--- src/rtl/thbs_pkg.sv ---
// shared constants, types and the quarter-wave sine table of the beep synthesizer
package thbs_pkg;

   localparam int SINE_TABLE_BITS = 10;
   localparam int PHASE_BITS      = 32;
   localparam int MAX_DURATION_MS = 100;

   localparam int QUARTER_LEN = 1 << (SINE_TABLE_BITS - 2);
   localparam int QIDX_W      = SINE_TABLE_BITS - 1;

   localparam int FREQ_W   = 16;
   localparam int DUR_W    = 16;
   localparam int SAMPLE_W = 16;
   localparam int RATE_W   = 17;
   localparam int VOL_W    = 7;
   localparam int AMP_W    = 14;
   localparam int FRAME_W  = 16;
   localparam int ENV_W    = 17;
   localparam int DURC_W   = $clog2(MAX_DURATION_MS + 1);
   localparam int PROD_W   = RATE_W + DURC_W;
   localparam int ENV_NUM_W  = FRAME_W + 7;
   localparam int ENV_FRAC   = 16;
   localparam int WAVE_W     = 34;
   localparam int MAG_W      = 32;
   localparam int ENVAMP_W   = ENV_W + AMP_W;
   localparam int MULT_W     = MAG_W + ENVAMP_W;
   localparam int RES_SHIFT  = 47;

   localparam int DIV_W     = (FREQ_W + PHASE_BITS > ENV_NUM_W + ENV_FRAC) ?
                              FREQ_W + PHASE_BITS : ENV_NUM_W + ENV_FRAC;
   localparam int DIV_DEN_W = 21;
   localparam int DIV_CNT_W = $clog2(DIV_W + 1);

   localparam int MIN_FREQ   = 200;
   localparam int MS_PER_S   = 1000;
   localparam int AMP_SCALE  = 150;
   localparam int VOL_MAX    = 100;
   localparam int PCT        = 100;
   localparam int UP_PCT     = 3;
   localparam int DOWN_PCT   = 28;
   localparam int HOLD_PCT   = 72;
   localparam int ENV_ONE    = 65536;
   localparam int WAVE_C1    = 47186;
   localparam int WAVE_C2    = 18350;

   // divide by 1000 as a multiply by the rounded-up reciprocal, exact for 24-bit products
   localparam int     FR_SHIFT = 34;
   localparam int     RECIP_W  = 25;
   localparam int     FRMUL_W  = PROD_W + RECIP_W;
   localparam longint FR_RECIP = ((longint'(1) << FR_SHIFT) + MS_PER_S - 1) / MS_PER_S;

   localparam int RATE_RESET = 48000;
   localparam int VOL_RESET  = 75;

   localparam int CSR_ADDR_W = 4;
   localparam int CSR_DATA_W = 32;
   localparam logic [1:0] REG_ENABLE = 2'd0;
   localparam logic [1:0] REG_RATE   = 2'd1;
   localparam logic [1:0] REG_VOLUME = 2'd2;

   localparam logic KIND_START = 1'b0;
   localparam logic KIND_TICK  = 1'b1;

   typedef enum logic [1:0] {
      DIV_PHASE,
      DIV_ENV
   } div_sel_type;

   typedef enum logic [3:0] {
      ST_IDLE,
      ST_DECODE,
      ST_DIV_FR,
      ST_FR_CHK,
      ST_DIV_PH,
      ST_DIV_ENV,
      ST_WAVE,
      ST_MUL,
      ST_OUT
   } ctrl_state_type;

   typedef struct packed {
      logic        load;
      logic        div_start;
      div_sel_type div_sel;
      logic        save_frames;
      logic        commit;
      logic        wave;
      logic        mul;
      logic        out_load;
   } dp_cmd_type;

   typedef struct packed {
      logic kind;
      logic start_ok;
      logic active;
      logic env_full;
      logic div_busy;
      logic frames_zero;
      logic out_free;
   } dp_sts_type;

   typedef struct packed {
      logic              enable;
      logic [RATE_W-1:0] rate;
      logic [VOL_W-1:0]  vol;
   } cfg_type;

   typedef logic [14:0] qtab_type [QUARTER_LEN+1];

   function automatic logic [14:0] quarter_sine(int pos);
      longint unsigned u, u2, t, y;
      u  = longint'(pos) << (18 - SINE_TABLE_BITS);
      u2 = (u * u) >> 16;
      t  = 42047 - ((u2 * 4640) >> 16);
      t  = 102944 - ((u2 * t) >> 16);
      y  = (u * t) >> 16;
      y  = (y * 32767 + 32768) >> 16;
      if (y > 32767)
         y = 32767;
      return y[14:0];
   endfunction

   function automatic qtab_type build_qtab();
      qtab_type q;
      for (int i = 0; i <= QUARTER_LEN; i++)
         q[i] = quarter_sine(i);
      return q;
   endfunction

   localparam qtab_type QTAB = build_qtab();

   // full-wave lookup by mirroring and negating the quarter table
   function automatic logic signed [15:0] sine_lookup(logic [SINE_TABLE_BITS-1:0] idx);
      logic [QIDX_W-1:0] pos;
      logic [QIDX_W-1:0] mpos;
      logic [14:0]       v;
      pos  = {1'b0, idx[SINE_TABLE_BITS-3:0]};
      mpos = QIDX_W'(QUARTER_LEN) - pos;
      v    = idx[SINE_TABLE_BITS-2] ? QTAB[mpos] : QTAB[pos];
      return idx[SINE_TABLE_BITS-1] ? -$signed({1'b0, v}) : $signed({1'b0, v});
   endfunction

endpackage

--- src/rtl/thbs_ctrl.sv ---
// sequencing state machine for start and tick transactions
module thbs_ctrl import thbs_pkg::*; (
   input  logic       clock,
   input  logic       reset,
   input  logic       req_valid,
   output logic       req_stall,
   input  dp_sts_type sts,
   output dp_cmd_type cmd
);

   ctrl_state_type state_ff, state_in;

   always_ff @(posedge clock) begin
      if (reset)
         state_ff <= ST_IDLE;
      else
         state_ff <= state_in;
   end

   always_comb begin
      state_in = state_ff;
      cmd      = '0;
      cmd.div_sel = DIV_PHASE;
      req_stall   = state_ff != ST_IDLE;
      case (state_ff)
         ST_IDLE: begin
            if (req_valid) begin
               cmd.load = 1'b1;
               state_in = ST_DECODE;
            end
         end
         ST_DECODE: begin
            if (sts.kind == KIND_START) begin
               if (sts.start_ok) begin
                  state_in = ST_DIV_FR;
               end else begin
                  state_in = ST_IDLE;
               end
            end else if (!sts.active) begin
               state_in = ST_IDLE;
            end else if (sts.env_full) begin
               state_in = ST_WAVE;
            end else begin
               cmd.div_start = 1'b1;
               cmd.div_sel   = DIV_ENV;
               state_in      = ST_DIV_ENV;
            end
         end
         ST_DIV_FR: begin
            cmd.save_frames = 1'b1;
            state_in        = ST_FR_CHK;
         end
         ST_FR_CHK: begin
            if (sts.frames_zero) begin
               state_in = ST_IDLE;
            end else begin
               cmd.div_start   = 1'b1;
               cmd.div_sel     = DIV_PHASE;
               state_in        = ST_DIV_PH;
            end
         end
         ST_DIV_PH: begin
            if (!sts.div_busy) begin
               cmd.commit = 1'b1;
               state_in   = ST_IDLE;
            end
         end
         ST_DIV_ENV: begin
            if (!sts.div_busy)
               state_in = ST_WAVE;
         end
         ST_WAVE: begin
            cmd.wave = 1'b1;
            state_in = ST_MUL;
         end
         ST_MUL: begin
            cmd.mul  = 1'b1;
            state_in = ST_OUT;
         end
         ST_OUT: begin
            // wait for the output register to free up
            if (sts.out_free) begin
               cmd.out_load = 1'b1;
               state_in     = ST_IDLE;
            end
         end
         default: state_in = ST_IDLE;
      endcase
   end

endmodule

--- config.mk ---
export PLATFORM = sky130hd
export DESIGN_NAME = thbs_ctrl
export DESIGN_NICKNAME = d
export VERILOG_FILES = /design/src/rtl/thbs_pkg.sv /design/src/rtl/thbs_ctrl.sv
export SDC_FILE = /design/constraint.sdc
export NUM_CORES = 1
export LEC_CHECK = 0
export ABC_CLOCK_PERIOD_IN_PS = 1580
export BUFFER_PORTS_ARGS = -buffer_cell sky130_fd_sc_hd__buf_2
export CAP_MARGIN = 20
export CORE_AREA = 4 4 41 43
export DETAILED_ROUTE_END_ITERATION = 10
export DIE_AREA = 0 0 45 47
export GPL_ROUTABILITY_DRIVEN = 0
export GPL_TIMING_DRIVEN = 0
export HOLD_SLACK_MARGIN = 0.08
export RECOVER_POWER = 50
export SYNTH_ARGS = -nofsm -noshare
export SYNTH_HDL_FRONTEND = slang
export SYNTH_SLANG_ARGS = --single-unit
--- constraint.sdc ---
create_clock -name clock -period 1.58 [get_ports clock]
set_input_delay 0.316 -clock clock [delete_from_list [all_inputs] [get_ports clock]]
set_output_delay 0.316 -clock clock [all_outputs]
set_load 0.005 [all_outputs]
; ---- Yosys cells after proc, flatten, opt, wreduce, memory -nomap -nowiden
; Cells that the tools add are included.
[op_classes]
muxes = 24
reduce_logical = 3
n_eq_ne = 12
[op_table]
columns = operator, n
row1 = 4-bit case mux with 9 select lines, 1
row2 = 4-bit two-way mux, 6
row3 = "4-bit by 3-bit equality test with 1-bit output, second input constant", 4
row4 = 3-bit two-way mux, 5
row5 = 1-bit two-way mux, 9
row6 = "4-bit by 2-bit equality test with 1-bit output, second input constant", 2
row7 = "2-bit != test, second input constant", 4
row8 = 3-bit case mux with 2 select lines, 1
row9 = "4-bit by 1-bit equality test with 1-bit output, second input constant", 1
row10 = "4-bit equality test, second input constant", 1
row11 = 4-bit zero test, 1
row12 = 2-bit two-way mux, 2
row13 = 4-bit AND reduction, 1
row14 = 4-bit nonzero test, 1
[totals]
inputBits = 10
output_inout_bits = 10
reg_bits = 4
wordCells = 40

; ---- Depth between registers and ports, before layout
; Gate-level depths: netlist of run 1.
[logic_depth]
word_depth = 4
depth_mapped = 4
mapped_depth_nobuf = 3

; ---- Least setup slack after synthesis of run 1
; OpenSTA, ideal clock, no wires.
[synth_path]
kind = register to output
start = reg state_ff[3]
end = out cmd[7] (netlist bit)
path_stages_with_launch = 5
arrival_ps = 1011
path_slack_ps = 253
required_time_ps = 1264
cell_sequence = dfxtp_1 buf_6 nor4b_4 nand3_2 o22ai_1
[synth_lines]
columns = item, line
row1 = "start, declared", thbs_ctrl.sv:11  ; ctrl_state_type state_ff, state_in;
row2 = "start signal, assigned", thbs_ctrl.sv:17  ; state_ff <= state_in;
row3 = "end, declared", thbs_ctrl.sv:8  ; output dp_cmd_type cmd

==> impl_results.md, run 1 <==
* Status: finished, violations left
* Failing checks: negative setup slack
* IO Port Bufs at 18
* Die area at 0.002115 mm2
* Top cells by area, synth: dfxtp_1, nor4b_4, buf_6
* I/O Pins at 20
* Antenna cells at 0
* Unrepaired setup endpoints after global routing: yes
* Row count at 13
* Worst skew pair latency at 0.23 ns
* Initial antenna violation count at 0
* VDD IR max at 0.0003741 V
* Sequential area share after synthesis at 20.06%
* Number of DRC markers in iteration 0 at 20
* Via/cell ratio at 5.209
* Total Routed Length at between 1000 and 1500 um
* WP data arrival at 1.38 ns
* DPL Wire Length at 753.1 um
* Clock Power Share at 36.3%
* Avg Cell Area, Syn at between 8 and 9 um2
* Die X at 45 um
* Int Power at 252.7 uW
* Total Power at approximately 350 uW
* DRC Markers at 0
* Final setup skew at 0.002457 ns
* TritonCTS clock tree: done
* Final cycle utilization of the critical path at 107.3%
* Reg-to-reg startpoint: state_ff[3]
* DR pass1 iterations at 4
* Chip height at 47 um
* Routed len/inst at 12.34 um
* Reg2Reg Capture Point: state_ff[1]
* Reg clk slew, reported paths at ~0.04 ns
* Switching Share at 28.68%
* Total Routing Usage GR at 10.35%
* CP endpoint kind: output pin
* Most frequent cells in the layout: buf_2, buf_4, nor2_1, nor2b_1, clkbuf_4
* Fmax at 590.0 MHz
* Number of global-route vias before repair at 401
* Logic pwr share at ~32%
* Setup slack at placement at 0.08172 ns
* Sequential share of power at between 30% and 40%
* Max Buffers Root-to-Sink at 2
* Crit start category: flip-flop
* Synth Flop Type: dfxtp_1
* Critical Path RT at 1.26 ns
* Tightest Hold Check Type: in -> reg
* Period minus WS final at about 1.7 ns
* CTS sink cnt at 4
* Syn_nets at 58
* Gate Count Post-Synth at 48
* WS Path Type: reg -> out
* CP max FO at 5
* Flops & latches, synth at 4
* Max-slew violations at 0
* Number of synthesized flops with an enable pin at 0
* H-tree depth at 1
* Core Region at 0.001301 mm2
* Pin count of the biggest net entering global routing at 11
* DR vias at between 400 and 500
* Root buf cell: clkbuf_4
* Post-route cell area at 609.3 um2
* Hold endpoint: state_ff[3]
* TritonCTS Buffers at 3
* Min-delay src: reset
* Nets@finish at slightly below 90
* Placed cell areas at 508.0 um2
* Antenna Nets Post-Route at 0
* Share of post-route cells with drive strength above 1 at 55.26%
* Synth warn at 0
* Finish-stage setup viols at 3
* Leak pwr at a little under 0.0003 uW
* Setup ws final at -0.1148 ns
* Reg2reg path depth at 6
* Largest regs: state_ff (4)
* Worst hold stages at 2
* Starting Density at around 31%
* Area growth from synthesis to layout at 52.66%
* Commonest non-fill, non-tap cell in the layout: buf_2
* Dominant cell type by area after synthesis: dfxtp_1
* Pwr per Cell Area at approximately 580 mW/mm2
* Grt ovf at 0
* Asr flop ratio synth at 0%
* Final Hold Fails at 0
* Yosys cell types at 32
* Switch Pwr at 101.6 uW
* Post-synth top area share at 20.06%
* First-pass GRT wire length at 1649 um
* R2r setup slk at roughly 0.18 ns
* Max-Cap Viols at 0
* Max reg flops at 4
* Syn Std Cell Area at 399.1 um2
* Largest register by flop count: state_ff
layout make-up:
class	count	area, um2
buffer	5	42.54
clock buffer	3	22.52
tap	15	18.77
sequential	4	82.58
fill	132	691.9
multi-input combinational	39	292.8
timing repair buffer	25	150.1
cells by family (layout without fill, tap and decap cells):
logic type             count (synthesis)  in the layout  synth area share (%)
buffers and inverters                  5             33                 10.03
flip-flops                             4              4                 20.06
AND/OR/NAND/NOR                       27             27                 48.60
AO/OA/AOI/OAI                         11             11                 20.38
other                                  1              1                0.9395
through the flow:
| stage | std cells | setup TNS (ns) | util (%) | hold slack [ns] |
|---|---|---|---|---|
| floorplan | 48 | 0 | - | 0.4747 |
| global placement | 81 | 0 | 39.04 | 0.6166 |
| detailed placement | 81 | 0 | 39.04 | 0.6204 |
| CTS | 86 | -0.2274 | 42.79 | 0.3751 |
| global route | 91 | -0.5037 | 46.83 | 0.3764 |
| finish | 91 | -0.1825 | 46.83 | 0.3683 |
worst max-delay path, cell delays in order, from the launching register on:
cell,delay [ns]
dfxtp_2,0.31
buf_6,0.12
nor4b_4,0.31
nand3_2,0.12
o22ai_1,0.15
buf_2,0.13
cell usage after synthesis, types with 2 or more instances:
master    instances
nor2_1            5
nand2b_1          2
nor2b_1           3
nand2_1           2
a31oi_1           2
dfxtp_1           4
nor4b_1           2
buf_2             2
buf_6             2
o21ai_0           2
worst max path at each step:
stage	start	end	slack (ns)	cells past startpoint
2_1_floorplan	state_ff[3]	cmd[7]	0.25	4
3_3_place_gp	state_ff[1]	cmd[7]	0.09	5
3_5_place_dp	state_ff[1]	cmd[7]	0.08	5
4_1_cts	state_ff[1]	cmd[7]	-0.15	5
5_1_grt	state_ff[3]	cmd[7]	-0.18	5
6_report	state_ff[3]	cmd[7]	-0.11	5
power groups by stage:
stage | Sequential [uW] | Combinational [uW] | Clock, uW
2_1_floorplan | 111 | 59.4 | 0
3_3_place_gp | 113 | 92.7 | 0
3_5_place_dp | 112 | 92.5 | 0
4_1_cts | 111 | 102 | 130
5_1_grt | 111 | 125 | 135
6_report | 111 | 115 | 129
metal layers:
layer | vias to the layer above | track usage, % | part of all wire (%)
li1 | 235 | - | -
met1 | 210 | 13.64 | 44
met2 | 27 | 15.54 | 45
met3 | 2 | 3.065 | 9.4
met4 | 0 | 4.678 | 1.4
met5 | - | 0 | 0
what timing repair did:
action | in CTS | in global routing
gates resized for setup | 4 | 4
endpoints found under the setup margin | 3 | 7
hold buffers | 0 | 0
setup buffers | 2 | 5
pin swaps | 4 | 5
No activity file was read; power rests on OpenSTA's default activity.
==> inputs of run 2 (changes only) <==
--- a/config.mk
+++ b/config.mk
@@ -14,6 +14,7 @@
 export GPL_ROUTABILITY_DRIVEN = 0
 export GPL_TIMING_DRIVEN = 0
 export HOLD_SLACK_MARGIN = 0.08
+export PLACE_DENSITY = 0.68
 export RECOVER_POWER = 50
 export SYNTH_ARGS = -nofsm -noshare
 export SYNTH_HDL_FRONTEND = slang
==> run 2 against run 1 <==
Net effect: the run still ends with negative setup slack left; count of clock-buffer cells in the layout unchanged; routed wire length decreased by 0.98%; via count shrank 4.4%; largest cell class unchanged.
==> impl_results.md, run 2 (synthesis results as in run 1) <==
* DRT met1 WL at 431 um
* Reg clk slew, reported paths at 0.04 ns
* CP max FO at 5
* Final cycle utilization of the critical path at 112.5%
* Commonest non-fill, non-tap cell in the layout: buf_2
* Post-route cell area at about 600 um2
* Critical Path RT at 1.26 ns
* Max-Cap Viols at 0
* First-pass GRT wire length at roughly 1800 um
* FILL cells at 131
* Reg2reg path depth at 6
* Worst skew pair latency at 0.23 ns
* Die area at 0.002115 mm2
* Final setup TNS at -0.2902 ns
* Finish-stage setup viols at 2
* I/O Pins at 20
* Area growth from synthesis to layout at 52.98%
* WP data arrival at roughly 1.5 ns
* Post-layout util at 46.92%
* Routed met3 length at approximately 100 um
* TritonCTS Buffers at 3
* Tightest Hold Check Type: in -> reg
* Chip height at between 40 and 50 um
* Core Region at 0.001301 mm2
* Share of post-route cells with drive strength above 1 at 57.33%
* Root buf cell: clkbuf_4
* TritonCTS clock tree: done
* Antenna cells at 0
* Status: finished, violations left
* Final setup skew at 0.001263 ns
* Failing checks: negative setup slack
* Leak pwr at 0.0002845 uW
* DRC Markers at 0
* Highest Signal Layer: met3
* Row count at 13
* IO Port Bufs at 18
* Starting Density at 30.67%
* Number of DRC markers in iteration 0 at 4
* Total Routed Length at 1112 um
* Final Hold Fails at 0
* Max reg flops at 4
* VDD IR max at about 0.00035 V
* DR vias at ~450
* Max Buffers Root-to-Sink at 2
* Worst hold stages at 2
* Fmax at approximately 560 MHz
* Pwr per Cell Area at slightly below 600 mW/mm2
* Pin count of the biggest net entering global routing at 11
* Most frequent cells in the layout: buf_2, buf_4, nor2_1
* Largest register by flop count: state_ff
* Number of global-route vias before repair at 418
* Die X at 45 um
* Via/cell ratio at between 5 and 6
* Setup slack at placement at 0.03863 ns
* Unrepaired setup endpoints after global routing: yes
* Total Routing Usage GR at 11.37%
* DR pass1 iterations at 4
* CTS sink cnt at 4
* Largest regs: state_ff (4)
* Grt ovf at 0
* Max-slew violations at 0
* H-tree depth at 1
* Routed wl met2 at approximately 580 um
* Period minus WS final at roughly 1.8 ns
* Nets@finish at 87
* Placed cell areas at between 500 and 600 um2
* Antenna Nets Post-Route at 0
* DPL Wire Length at 772.7 um
* Routed len/inst at between 10 and 15 um
* Initial antenna violation count at 0
* Crit start category: flip-flop
* Setup ws final at -0.1973 ns
* CP endpoint kind: output pin
* WS Path Type: reg -> out
[run 2: cell count changes in the layout (fill, tap and decap cells not counted), sizes merged]
| cell | delta |
|---|---|
| buf | -1 |
[run 2: final timing paths]
check	slack [ns]	end	startpoint
max	-0.20	cmd[7]	state_ff[2]
min	0.38	state_ff[3]	reset
max reg2reg	0.16	state_ff[2]	state_ff[2]
min reg2reg	0.66	state_ff[2]	state_ff[3]
[run 2: timing repair]
item | in CTS | in global routing
hold buffers | 0 | 0
resized for setup | 4 | 5
setup endpoints to repair | 2 | 6
buffers inserted | 4 | 2
pin swaps | 4 | 6
[run 2: routing by layer]
layer	global-route usage [%]	vias up
met4	3.509	0
li1	-	234
met5	0	-
met2	22.03	21
met3	2.299	0
met1	12.27	198
[run 2: final cells by class]
type	count	area [um2]	area share, %
multi-input cells	39	305.3	50.00
repair buffers	24	135.1	22.13
flip-flops and latches	4	82.58	13.52
plain buffers	5	46.29	7.582
clock buffers	3	22.52	3.689
well taps	15	18.77	3.074
[run 2: stage by stage]
step | instances | hold slack [ns] | total power [uW]
4_1_cts | 88 | 0.3765 | 348.1
3_5_place_dp | 81 | 0.6213 | 205.0
3_3_place_gp | 81 | 0.6253 | 204.7
5_1_grt | 90 | 0.3877 | 381.5
2_1_floorplan | 48 | 0.4747 | 170.7
6_report | 90 | 0.3771 | 357.9
[run 2: report_power, final]
group	leakage (uW)	internal [uW]	switching [uW]	total [uW]
sequential	0.0000335	107	4.58	111
clock	0.0000138	85.2	44.7	130
combinational	0.000237	61.6	55.2	117
total	0.000285	254	104	358
[run 2: worst max-delay path, stage by stage (launching register included)]
cell and delay [ns]:
dfxtp_2 0.31, buf_6 0.12, nor4b_4 0.33, nand3_2 0.15, o22ai_2 0.18, buf_2 0.14
