### src/rtl/thbs_pkg.sv
// shared constants, types and the quarter-wave sine table of the beep synthesizer
package thbs_pkg;

   localparam int SINE_TABLE_BITS = 10;
   localparam int PHASE_BITS      = 32;
   localparam int MAX_DURATION_MS = 100;

   localparam int QUARTER_LEN = 1 << (SINE_TABLE_BITS - 2);
   localparam int QIDX_W      = SINE_TABLE_BITS - 1;

   localparam int FREQ_W   = 16;
   localparam int DUR_W    = 16;
   localparam int SAMPLE_W = 16;
   localparam int RATE_W   = 17;
   localparam int VOL_W    = 7;
   localparam int AMP_W    = 14;
   localparam int FRAME_W  = 16;
   localparam int ENV_W    = 17;
   localparam int DURC_W   = $clog2(MAX_DURATION_MS + 1);
   localparam int PROD_W   = RATE_W + DURC_W;
   localparam int ENV_NUM_W  = FRAME_W + 7;
   localparam int ENV_FRAC   = 16;
   localparam int WAVE_W     = 34;
   localparam int MAG_W      = 32;
   localparam int ENVAMP_W   = ENV_W + AMP_W;
   localparam int MULT_W     = MAG_W + ENVAMP_W;
   localparam int RES_SHIFT  = 47;

   localparam int DIV_W     = (FREQ_W + PHASE_BITS > ENV_NUM_W + ENV_FRAC) ?
                              FREQ_W + PHASE_BITS : ENV_NUM_W + ENV_FRAC;
   localparam int DIV_DEN_W = 21;
   localparam int DIV_CNT_W = $clog2(DIV_W + 1);

   localparam int MIN_FREQ   = 200;
   localparam int MS_PER_S   = 1000;
   localparam int AMP_SCALE  = 150;
   localparam int VOL_MAX    = 100;
   localparam int PCT        = 100;
   localparam int UP_PCT     = 3;
   localparam int DOWN_PCT   = 28;
   localparam int HOLD_PCT   = 72;
   localparam int ENV_ONE    = 65536;
   localparam int WAVE_C1    = 47186;
   localparam int WAVE_C2    = 18350;

   // divide by 1000 as a multiply by the rounded-up reciprocal, exact for 24-bit products
   localparam int     FR_SHIFT = 34;
   localparam int     RECIP_W  = 25;
   localparam int     FRMUL_W  = PROD_W + RECIP_W;
   localparam longint FR_RECIP = ((longint'(1) << FR_SHIFT) + MS_PER_S - 1) / MS_PER_S;

   localparam int RATE_RESET = 48000;
   localparam int VOL_RESET  = 75;

   localparam int CSR_ADDR_W = 4;
   localparam int CSR_DATA_W = 32;
   localparam logic [1:0] REG_ENABLE = 2'd0;
   localparam logic [1:0] REG_RATE   = 2'd1;
   localparam logic [1:0] REG_VOLUME = 2'd2;

   localparam logic KIND_START = 1'b0;
   localparam logic KIND_TICK  = 1'b1;

   typedef enum logic [1:0] {
      DIV_PHASE,
      DIV_ENV
   } div_sel_type;

   typedef enum logic [3:0] {
      ST_IDLE,
      ST_DECODE,
      ST_DIV_FR,
      ST_FR_CHK,
      ST_DIV_PH,
      ST_DIV_ENV,
      ST_WAVE,
      ST_MUL,
      ST_OUT
   } ctrl_state_type;

   typedef struct packed {
      logic        load;
      logic        div_start;
      div_sel_type div_sel;
      logic        save_frames;
      logic        commit;
      logic        wave;
      logic        mul;
      logic        out_load;
   } dp_cmd_type;

   typedef struct packed {
      logic kind;
      logic start_ok;
      logic active;
      logic env_full;
      logic div_busy;
      logic frames_zero;
      logic out_free;
   } dp_sts_type;

   typedef struct packed {
      logic              enable;
      logic [RATE_W-1:0] rate;
      logic [VOL_W-1:0]  vol;
   } cfg_type;

   typedef logic [14:0] qtab_type [QUARTER_LEN+1];

   function automatic logic [14:0] quarter_sine(int pos);
      longint unsigned u, u2, t, y;
      u  = longint'(pos) << (18 - SINE_TABLE_BITS);
      u2 = (u * u) >> 16;
      t  = 42047 - ((u2 * 4640) >> 16);
      t  = 102944 - ((u2 * t) >> 16);
      y  = (u * t) >> 16;
      y  = (y * 32767 + 32768) >> 16;
      if (y > 32767)
         y = 32767;
      return y[14:0];
   endfunction

   function automatic qtab_type build_qtab();
      qtab_type q;
      for (int i = 0; i <= QUARTER_LEN; i++)
         q[i] = quarter_sine(i);
      return q;
   endfunction

   localparam qtab_type QTAB = build_qtab();

   // full-wave lookup by mirroring and negating the quarter table
   function automatic logic signed [15:0] sine_lookup(logic [SINE_TABLE_BITS-1:0] idx);
      logic [QIDX_W-1:0] pos;
      logic [QIDX_W-1:0] mpos;
      logic [14:0]       v;
      pos  = {1'b0, idx[SINE_TABLE_BITS-3:0]};
      mpos = QIDX_W'(QUARTER_LEN) - pos;
      v    = idx[SINE_TABLE_BITS-2] ? QTAB[mpos] : QTAB[pos];
      return idx[SINE_TABLE_BITS-1] ? -$signed({1'b0, v}) : $signed({1'b0, v});
   endfunction

endpackage

### src/rtl/thbs_regs.sv
// configuration registers behind the csr port
module thbs_regs import thbs_pkg::*; (
   input  logic                  clock,
   input  logic                  reset,
   input  logic                  csr_psel,
   input  logic                  csr_penable,
   input  logic                  csr_pwrite,
   input  logic [CSR_ADDR_W-1:0] csr_paddr,
   input  logic [CSR_DATA_W-1:0] csr_pwdata,
   output logic [CSR_DATA_W-1:0] csr_prdata,
   output logic                  csr_pready,
   output cfg_type               cfg
);

   logic              enable_ff, enable_in;
   logic [RATE_W-1:0] rate_ff, rate_in;
   logic [VOL_W-1:0]  vol_ff, vol_in;
   logic              wr;
   logic [1:0]        idx;

   assign wr  = csr_psel && csr_penable && csr_pwrite;
   assign idx = csr_paddr[3:2];

   always_comb begin
      enable_in = enable_ff;
      rate_in   = rate_ff;
      vol_in    = vol_ff;
      if (wr) begin
         case (idx)
            REG_ENABLE: enable_in = csr_pwdata[0];
            REG_RATE:   rate_in   = csr_pwdata[RATE_W-1:0];
            REG_VOLUME: vol_in    = (csr_pwdata[VOL_W-1:0] > VOL_W'(VOL_MAX)) ?
                                    VOL_W'(VOL_MAX) : csr_pwdata[VOL_W-1:0];
            default:    ;
         endcase
      end
   end

   always_ff @(posedge clock) begin
      if (reset) begin
         enable_ff <= 1'b0;
         rate_ff   <= RATE_W'(RATE_RESET);
         vol_ff    <= VOL_W'(VOL_RESET);
      end else begin
         enable_ff <= enable_in;
         rate_ff   <= rate_in;
         vol_ff    <= vol_in;
      end
   end

   always_comb begin
      case (idx)
         REG_ENABLE: csr_prdata = CSR_DATA_W'(enable_ff);
         REG_RATE:   csr_prdata = CSR_DATA_W'(rate_ff);
         REG_VOLUME: csr_prdata = CSR_DATA_W'(vol_ff);
         default:    csr_prdata = '0;
      endcase
   end

   assign csr_pready = 1'b1;
   assign cfg.enable = enable_ff;
   assign cfg.rate   = rate_ff;
   assign cfg.vol    = vol_ff;

endmodule

### config.mk
export PLATFORM = sky130hd
export DESIGN_NAME = thbs_regs
export DESIGN_NICKNAME = d
export VERILOG_FILES = /design/src/rtl/thbs_pkg.sv /design/src/rtl/thbs_regs.sv
export SDC_FILE = /design/constraint.sdc
export NUM_CORES = 1
export LEC_CHECK = 0
export BUFFER_PORTS_ARGS = -buffer_cell sky130_fd_sc_hd__buf_4
export CAP_MARGIN = 20
export CORE_MARGIN = 5
export CORE_UTILIZATION = 35
export CTS_CLUSTER_SIZE = 16
export DETAILED_ROUTE_END_ITERATION = 8
export PLACE_DENSITY = 0.81
export SLEW_MARGIN = 20
export SYNTH_ARGS = -nofsm -noshare
export SYNTH_HDL_FRONTEND = slang
export SYNTH_SLANG_ARGS = --single-unit
### constraint.sdc
create_clock -name clock -period 2.5 [get_ports clock]
set_input_delay 0.5 -clock clock [delete_from_list [all_inputs] [get_ports clock]]
set_output_delay 0.5 -clock clock [all_outputs]
set_load 0.01 [all_outputs]
Word-level counts from Yosys, hierarchy flattened --
Cells that the tools add are included.
Storage, ports and cells: register bits 25, bits of input ports 41, output and inout bits 58, logic and storage cells 14
Operators by class: order comparisons 1, equal/unequal tests 2, muxes and demuxes 2, reduce and logical (&&, ||, !) cells 6
Operators with widths (number):
- case mux 17 bit (3 select lines) | 1
- greater-than comparator 7 bit, second input constant | 1
- 2-to-1 mux 7 bit | 1
- AND reduction 2 bit | 3
- equality test 2 x 1 -> 1 bit, second input constant | 1
- equality test 2 bit, second input constant | 1
- logical AND 1 bit | 2
- logical NOT 2 bit | 1

Depth between registers and ports, before layout --
Gate-level depths: netlist of run 1.
word-level depth 3, depth in mapped cells 6, mapped depth without buffers 3

Worst setup path before layout of run 1 --
No wires, ideal clock.
kind input to output, start point input csr_paddr[3], end point output csr_prdata[3], arrival time 1.235 ns, required time 2.000 ns, setup slack 0.765 ns, stages 4, path buffers 2, cells stage by stage and2b_4 buf_4 buf_4 a22o_1
Between the ends: longest elaborated chain between the ends 2, elaborated cells between the ends (all ways) 4, those cells by class eq/ne (2); mux (1); reduce/logical (1)
Ends and longest elaborated chain:
- start, declared | line thbs_regs.sv:8 | input logic [CSR_ADDR_W-1:0] csr_paddr,
- equality test 2 bit (tied with other cells) | line thbs_regs.sv:52 | case (idx)
- case mux 17 bit (3 select lines) * | line thbs_regs.sv:52
- end, declared | line thbs_regs.sv:10 | output logic [CSR_DATA_W-1:0] csr_prdata,
Every way passes the cells marked *; elsewhere a longest branch is shown, timed or not.

Final worst setup path of run 1 --
start point input csr_paddr[3], end point output csr_prdata[5]
The elaborated chain is that of the path after synthesis.

==> flow_metrics.py, run 1 <==
metrics = {
    "job": {
        "cap_viol_max_count": 0,
    },
    "sta": {
        "setup_violations": 0,
        "fmax_ghz": 0.503,
        "skew_ns": 0,
        "setup_ws_ns": 0.511,
        "worst_slew_pin_slew_ns": 0.536,
        "slew_viol_final": 0,
        "slew-limit-headroom_pct": 64.3,
        "fin_crit_ns": 1.99,
        "fin_crit_sh_pct": 79.5,
        "rsz0062_at_grt": "false",
        "final-hold-violation-count": 0,
        "tns_ns": 0,
    },
    "routing": {
        "viasPerCell": 4.80,
        "wl_per_cell_um": 13.4,
        "postRouteAntennaNets": 0,
        "drc": 0,
        "drtIter0Drc": 70,
        "via_count": 1200,
        "drt-total-wl_um": 3350,
        "first_pass_iters": 4,
    },
    "setup_path": {
        "critPathMaxStageDelay_ns": 0.51,
        "cp_data_required_time_ns": 2.00,
        "end_kind": "output pin",
        "crit_path_start_kind": "input port",
        "crit_path_max_fanout": 41,
        "crit_slowest_cell": "and2b_4",
        "crit_chain": "buf_4 > and2b_4 > a22o_1 > buf_4",
        "critPathKind": "input port to output pin",
        "critical-path-top-delay-family": "simple AND/OR/NAND/NOR gates",
        "cp_common_cell": "buf_4",
        "cp.arrival_ns": 1.49,
        "crit_buf_inv": 2,
    },
    "placed_design": {
        "dpl_cell_area_mm2": 0.00177,
        "gp_congestion": 0.670,
        "hpwl_um": 2430,
        "dp.cells": 246,
        "port_buffers": 65,
        "pre_cts_slack_ns": 0.505,
    },
    "synthesis": {
        "syn_inst": 148,
        "ys.flop_type": "dfxtp_1",
        "synth-edff-count": 0,
        "yosys_warnings": 0,
        "syn-cell-area_mm2": 0.00137,
        "seq_area_frac_synth_pct": 36.4,
        "syn_area_per_cell_um2": 9.28,
        "synthDistinctLibCells": 30,
        "synth-async-reset-ratio_pct": 0,
        "ys_ff_latch": 25,
    },
    "die": {
        "die_height_um": 72.7,
        "fp.dieW_um": 72.7,
        "start_util_pct": 36.7,
        "core_area_mm2": 0.00374,
        "io_pins": 99,
        "dieArea_mm2": 0.00528,
        "fp-row-count": 22,
    },
    "clocking": {
        "cts_resized": 0,
        "root_buffer": "clkbuf_8",
        "hold_buffers": 0,
        "postCtsSetupBuffers": 0,
        "cts_sinks": 25,
        "clock_path_buffers": 2,
        "h-tree-depth": 1,
        "cts.clk_slew.worst_paths_ns": 0.08,
        "insertion_delay_ns": 0.26,
        "numCtsBuffers": 3,
        "cts_tree": "yes",
    },
    "power_and_ir_drop": {
        "p_per_area_mw_per_mm2": 428,
        "p_comb_share_pct": 17.2,
        "leakage_nw": 0.852,
        "switching_share_pct": 25.4,
        "switchingPower_uw": 197,
        "seqPwrFrac_pct": 52.8,
        "intPower_uw": 580,
        "power_uw": 777,
        "ir_drop_mv": 0.365,
        "power.clock.fraction_pct": 30.1,
    },
    "finish": {
        "mostFrequentLayoutCell": "buf_4",
        "fill_cells": 391,
        "design_area_mm2": 0.00181,
        "area_growth_pct": 32.1,
        "fin_cells": 250,
        "antennaDiodeCount": 0,
        "drive_above_1_share_pct": 37.1,
        "nNetsFinal": 244,
        "layout_common_cells": "buf_4 (65), dfxtp_1 (25), conb_1 (16), and2_1 (11), a21oi_1 (11)",
    },
    "global_route": {
        "grt_usage_pct": 12.2,
        "overflow": 0,
        "grt_max_degree": 42,
        "grt_pass1_vias": 1139,
        "antenna_found_initial": 0,
        "grt_pass1_wl_um": 5250,
    },
    "run_status": {
        "outcome": "complete, no violations",
    },
    "hold_path": {
        "min_path_type": "input port to register",
    },
}
[Yosys cell counts, drive strengths merged, types with 2 or more instances]
cell    instances  area, um2
a211o           9       78.8
a21bo          10        100
a21oi          11       55.1
a221o           2       20.0
a22o            6       52.6
and2           11       68.8
and2b           2       17.5
and3           11       73.8
buf            26        195
clkbuf          3       11.3
conb            2       7.51
dfxtp          25        500
mux2i           4       40.0
nand2           4       17.5
nand2b          5       31.3
nand3           9       45.0
[per-layer routing]
metal,vias to the layer above,track usage [%],wire (um)
li1,601,-,-
met1,561,14.9,1410
met2,36,21.5,1720
met3,2,3.72,206
met4,0,1.84,13
met5,-,0,0
[power by group through the flow]
stage | combinational, mW | clock [mW] | sequential, mW
floorplan | 0.0906 | 0 | 0.422
global placement | 0.133 | 0 | 0.419
detailed placement | 0.134 | 0 | 0.419
CTS | 0.134 | 0.243 | 0.410
global route | 0.146 | 0.264 | 0.411
finish | 0.133 | 0.234 | 0.410
[registers in the layout, summed over array words and instances, names as in the netlist]
name,flops
rate_ff,17
vol_ff,7
enable_ff,1
[path summary, 6_finish.rpt]
kind	from	endpoint	slack (ns)	cells past startpoint
max	csr_paddr[3]	csr_prdata[5]	0.51	4
min	csr_pwdata[16]	rate_ff[16]	0.49	3
max reg2reg	rate_ff[2]	rate_ff[2]	1.69	2
min reg2reg	rate_ff[15]	rate_ff[15]	0.49	1
[worst reg2reg max path, cell delays in order (launching register included)]
cell     delay, ns
dfxtp_1       0.37
a21bo_1       0.21
a21oi_1       0.16
[per-stage QoR]
stage                     utilization [%]  hold WS [ns]
final                                48.5         0.490
after floorplan                         -         0.504
after global routing                 48.5         0.487
after global placement               47.2         0.467
after detailed placement             47.2         0.476
after CTS                            48.5         0.483
[layout make-up]
cell class	count	area (um2)	area share [%]
Clock buffer	3	41.3	2.28
Clock inverter	1	5.00	0.276
Multi-Input combinational cell	108	719	39.7
Sequential cell	25	500	27.6
Tap cell	48	60.1	3.31
Timing Repair Buffer	65	488	26.9
[cell families after synthesis]
logic type	Yosys count	share of synthesized area [%]
and+or+nand+nor	46	20.3
muxes	4	2.91
other	2	0.547
DFF	25	36.4
AOI/OAI and AO/OA	42	24.8
buffers and inverters	29	15.0
Note: power is estimated with default switching activity, not from simulation.
==> inputs of run 2 (changes only) <==
==> constraint.sdc (replaced) <==
create_clock -name clock -period 2 [get_ports clock]
set_input_delay 0.4 -clock clock [delete_from_list [all_inputs] [get_ports clock]]
set_output_delay 0.4 -clock clock [all_outputs]
set_load 0.01 [all_outputs]
==> run 2 against run 1 <==
Clock power rose by 26%; first-iteration DRC count down 13%; cell count increased by 1.2%; largest power group unchanged; via count is 1.8% higher; combinational power rose by 31%; global-route usage is essentially flat; design area up 1.9%; sequential power increased by 25%; flip-flop and latch count stayed put.
==> flow_metrics.py, run 2 (same netlist as run 1, synthesis figures left out) <==
metrics = {
    "finish": {
        "final_util_pct": 49.4,
        "nNetsFinal": 247,
        "area_growth_pct": 34.5,
        "mostFrequentLayoutCell": "buf_4",
        "multi_input_area_um2": 719,
        "largest_reg_flops": 17,
        "fill_cells": 379,
        "layout_common_cells": "buf_4 (67), dfxtp_1 (25), conb_1 (16), and2_1 (11), a21oi_1 (11)",
        "antennaDiodeCount": 0,
        "seqCellArea_um2": 500,
        "top_register": "rate_ff",
        "drive_above_1_share_pct": 37.6,
        "top_regs": "rate_ff: 17 flops, vol_ff: 7 flops, enable_ff: 1 flops",
    },
    "die": {
        "start_util_pct": 36.7,
        "die_height_um": 72.7,
        "fp-row-count": 22,
        "dieArea_mm2": 0.00528,
        "core_area_mm2": 0.00374,
        "fp.dieW_um": 72.7,
        "io_pins": 99,
    },
    "placed_design": {
        "gp_congestion": 0.665,
        "port_buffers": 65,
        "pre_cts_slack_ns": 0.261,
        "hpwl_um": 2520,
    },
    "power_and_ir_drop": {
        "ir_drop_mv": 0.301,
        "intPower_uw": 734,
        "switching_share_pct": 25.3,
        "power.clock.fraction_pct": 30.1,
        "p_per_area_mw_per_mm2": 532,
        "p_comb_share_pct": 17.7,
        "switchingPower_uw": 248,
        "seqPwrFrac_pct": 52.2,
        "leakage_nw": 0.868,
        "power_uw": 982,
    },
    "setup_path": {
        "crit_path_start_kind": "input port",
        "cp_data_required_time_ns": 1.60,
        "cp.arrival_ns": 1.32,
        "critPathKind": "input port to output pin",
        "crit_path_max_fanout": 35,
        "end_kind": "output pin",
    },
    "sta": {
        "fin_crit_sh_pct": 85.8,
        "tns_ns": 0,
        "fin_crit_ns": 1.72,
        "setup_ws_ns": 0.283,
        "fmax_ghz": 0.582,
        "whs_ns": 0.392,
        "slew_viol_final": 0,
        "final-hold-violation-count": 0,
        "skew_ns": 0,
        "setup_violations": 0,
        "rsz0062_at_grt": "false",
    },
    "routing": {
        "wl_per_cell_um": 13.5,
        "first_pass_iters": 4,
        "via_count": 1222,
        "drtIter0Drc": 61,
        "viasPerCell": 4.83,
        "drt-total-wl_um": 3420,
        "drc": 0,
        "postRouteAntennaNets": 0,
    },
    "global_route": {
        "grt_pass1_vias": 1187,
        "grt_pass1_wl_um": 5240,
        "antenna_found_initial": 0,
        "overflow": 0,
        "grt_usage_pct": 12.2,
        "grt_max_degree": 37,
    },
    "clocking": {
        "cts_sinks": 25,
        "postCtsSetupBuffers": 0,
        "clock_path_buffers": 2,
        "h-tree-depth": 1,
        "numCtsBuffers": 3,
        "cts.clk_slew.worst_paths_ns": 0.08,
        "cts_tree": "yes",
        "insertion_delay_ns": 0.26,
        "root_buffer": "clkbuf_8",
        "hold_buffers": 0,
        "cts_resized": 0,
    },
    "job": {
        "cap_viol_max_count": 0,
    },
    "run_status": {
        "outcome": "complete, no violations",
    },
    "hold_path": {
        "min_path_type": "input port to register",
    },
}
-- run 2: cell types whose count changed in the layout (fill, tap and decap cells not counted) --
cell and delta:
buf_12 +1, buf_4 +2, clkbuf_1 +1, clkinv_2 -1
-- run 2: metal layers --
| metal | wire length (um) | global-route usage [%] |
|---|---|---|
| met2 | 1810 | 21.9 |
| met4 | 13 | 3.07 |
| met3 | 215 | 2.75 |
| met5 | 0 | 0 |
| met1 | 1380 | 14.6 |
-- run 2: per-stage QoR --
stage,area (um2),instances
5_1_grt,1850,253
3_5_place_dp,1800,249
6_report,1850,253
4_1_cts,1850,253
3_3_place_gp,1800,249
2_1_floorplan,1430,162
-- run 2: cell type report --
type,count,share of cell area (%)
timing repair buffer,68,28.3
multi-input combinational,108,38.9
tap,48,3.25
sequential,25,27.1
clock buffer,4,2.44
-- run 2: worst paths after layout --
| path | from | endpoint | slack (ns) | cells after the start |
|---|---|---|---|---|
| min | csr_pwdata[16] | rate_ff[16] | 0.39 | 3 |
| max reg2reg | rate_ff[2] | rate_ff[2] | 1.23 | 2 |
| max | csr_paddr[3] | csr_prdata[6] | 0.28 | 4 |
| min reg2reg | rate_ff[13] | rate_ff[13] | 0.49 | 1 |
-- run 2: critical path, cell delays in order --
cell and delay, ns:
buf_4 0.12, and2b_4 0.47, a22o_1 0.21, buf_4 0.11
-- run 2: power by group through the flow --
stage	registers (mW)	logic (mW)	clock network, mW
after global placement	0.524	0.174	0
after CTS	0.513	0.175	0.308
after floorplan	0.527	0.113	0
after detailed placement	0.524	0.175	0
after global routing	0.514	0.190	0.324
final	0.512	0.174	0.296
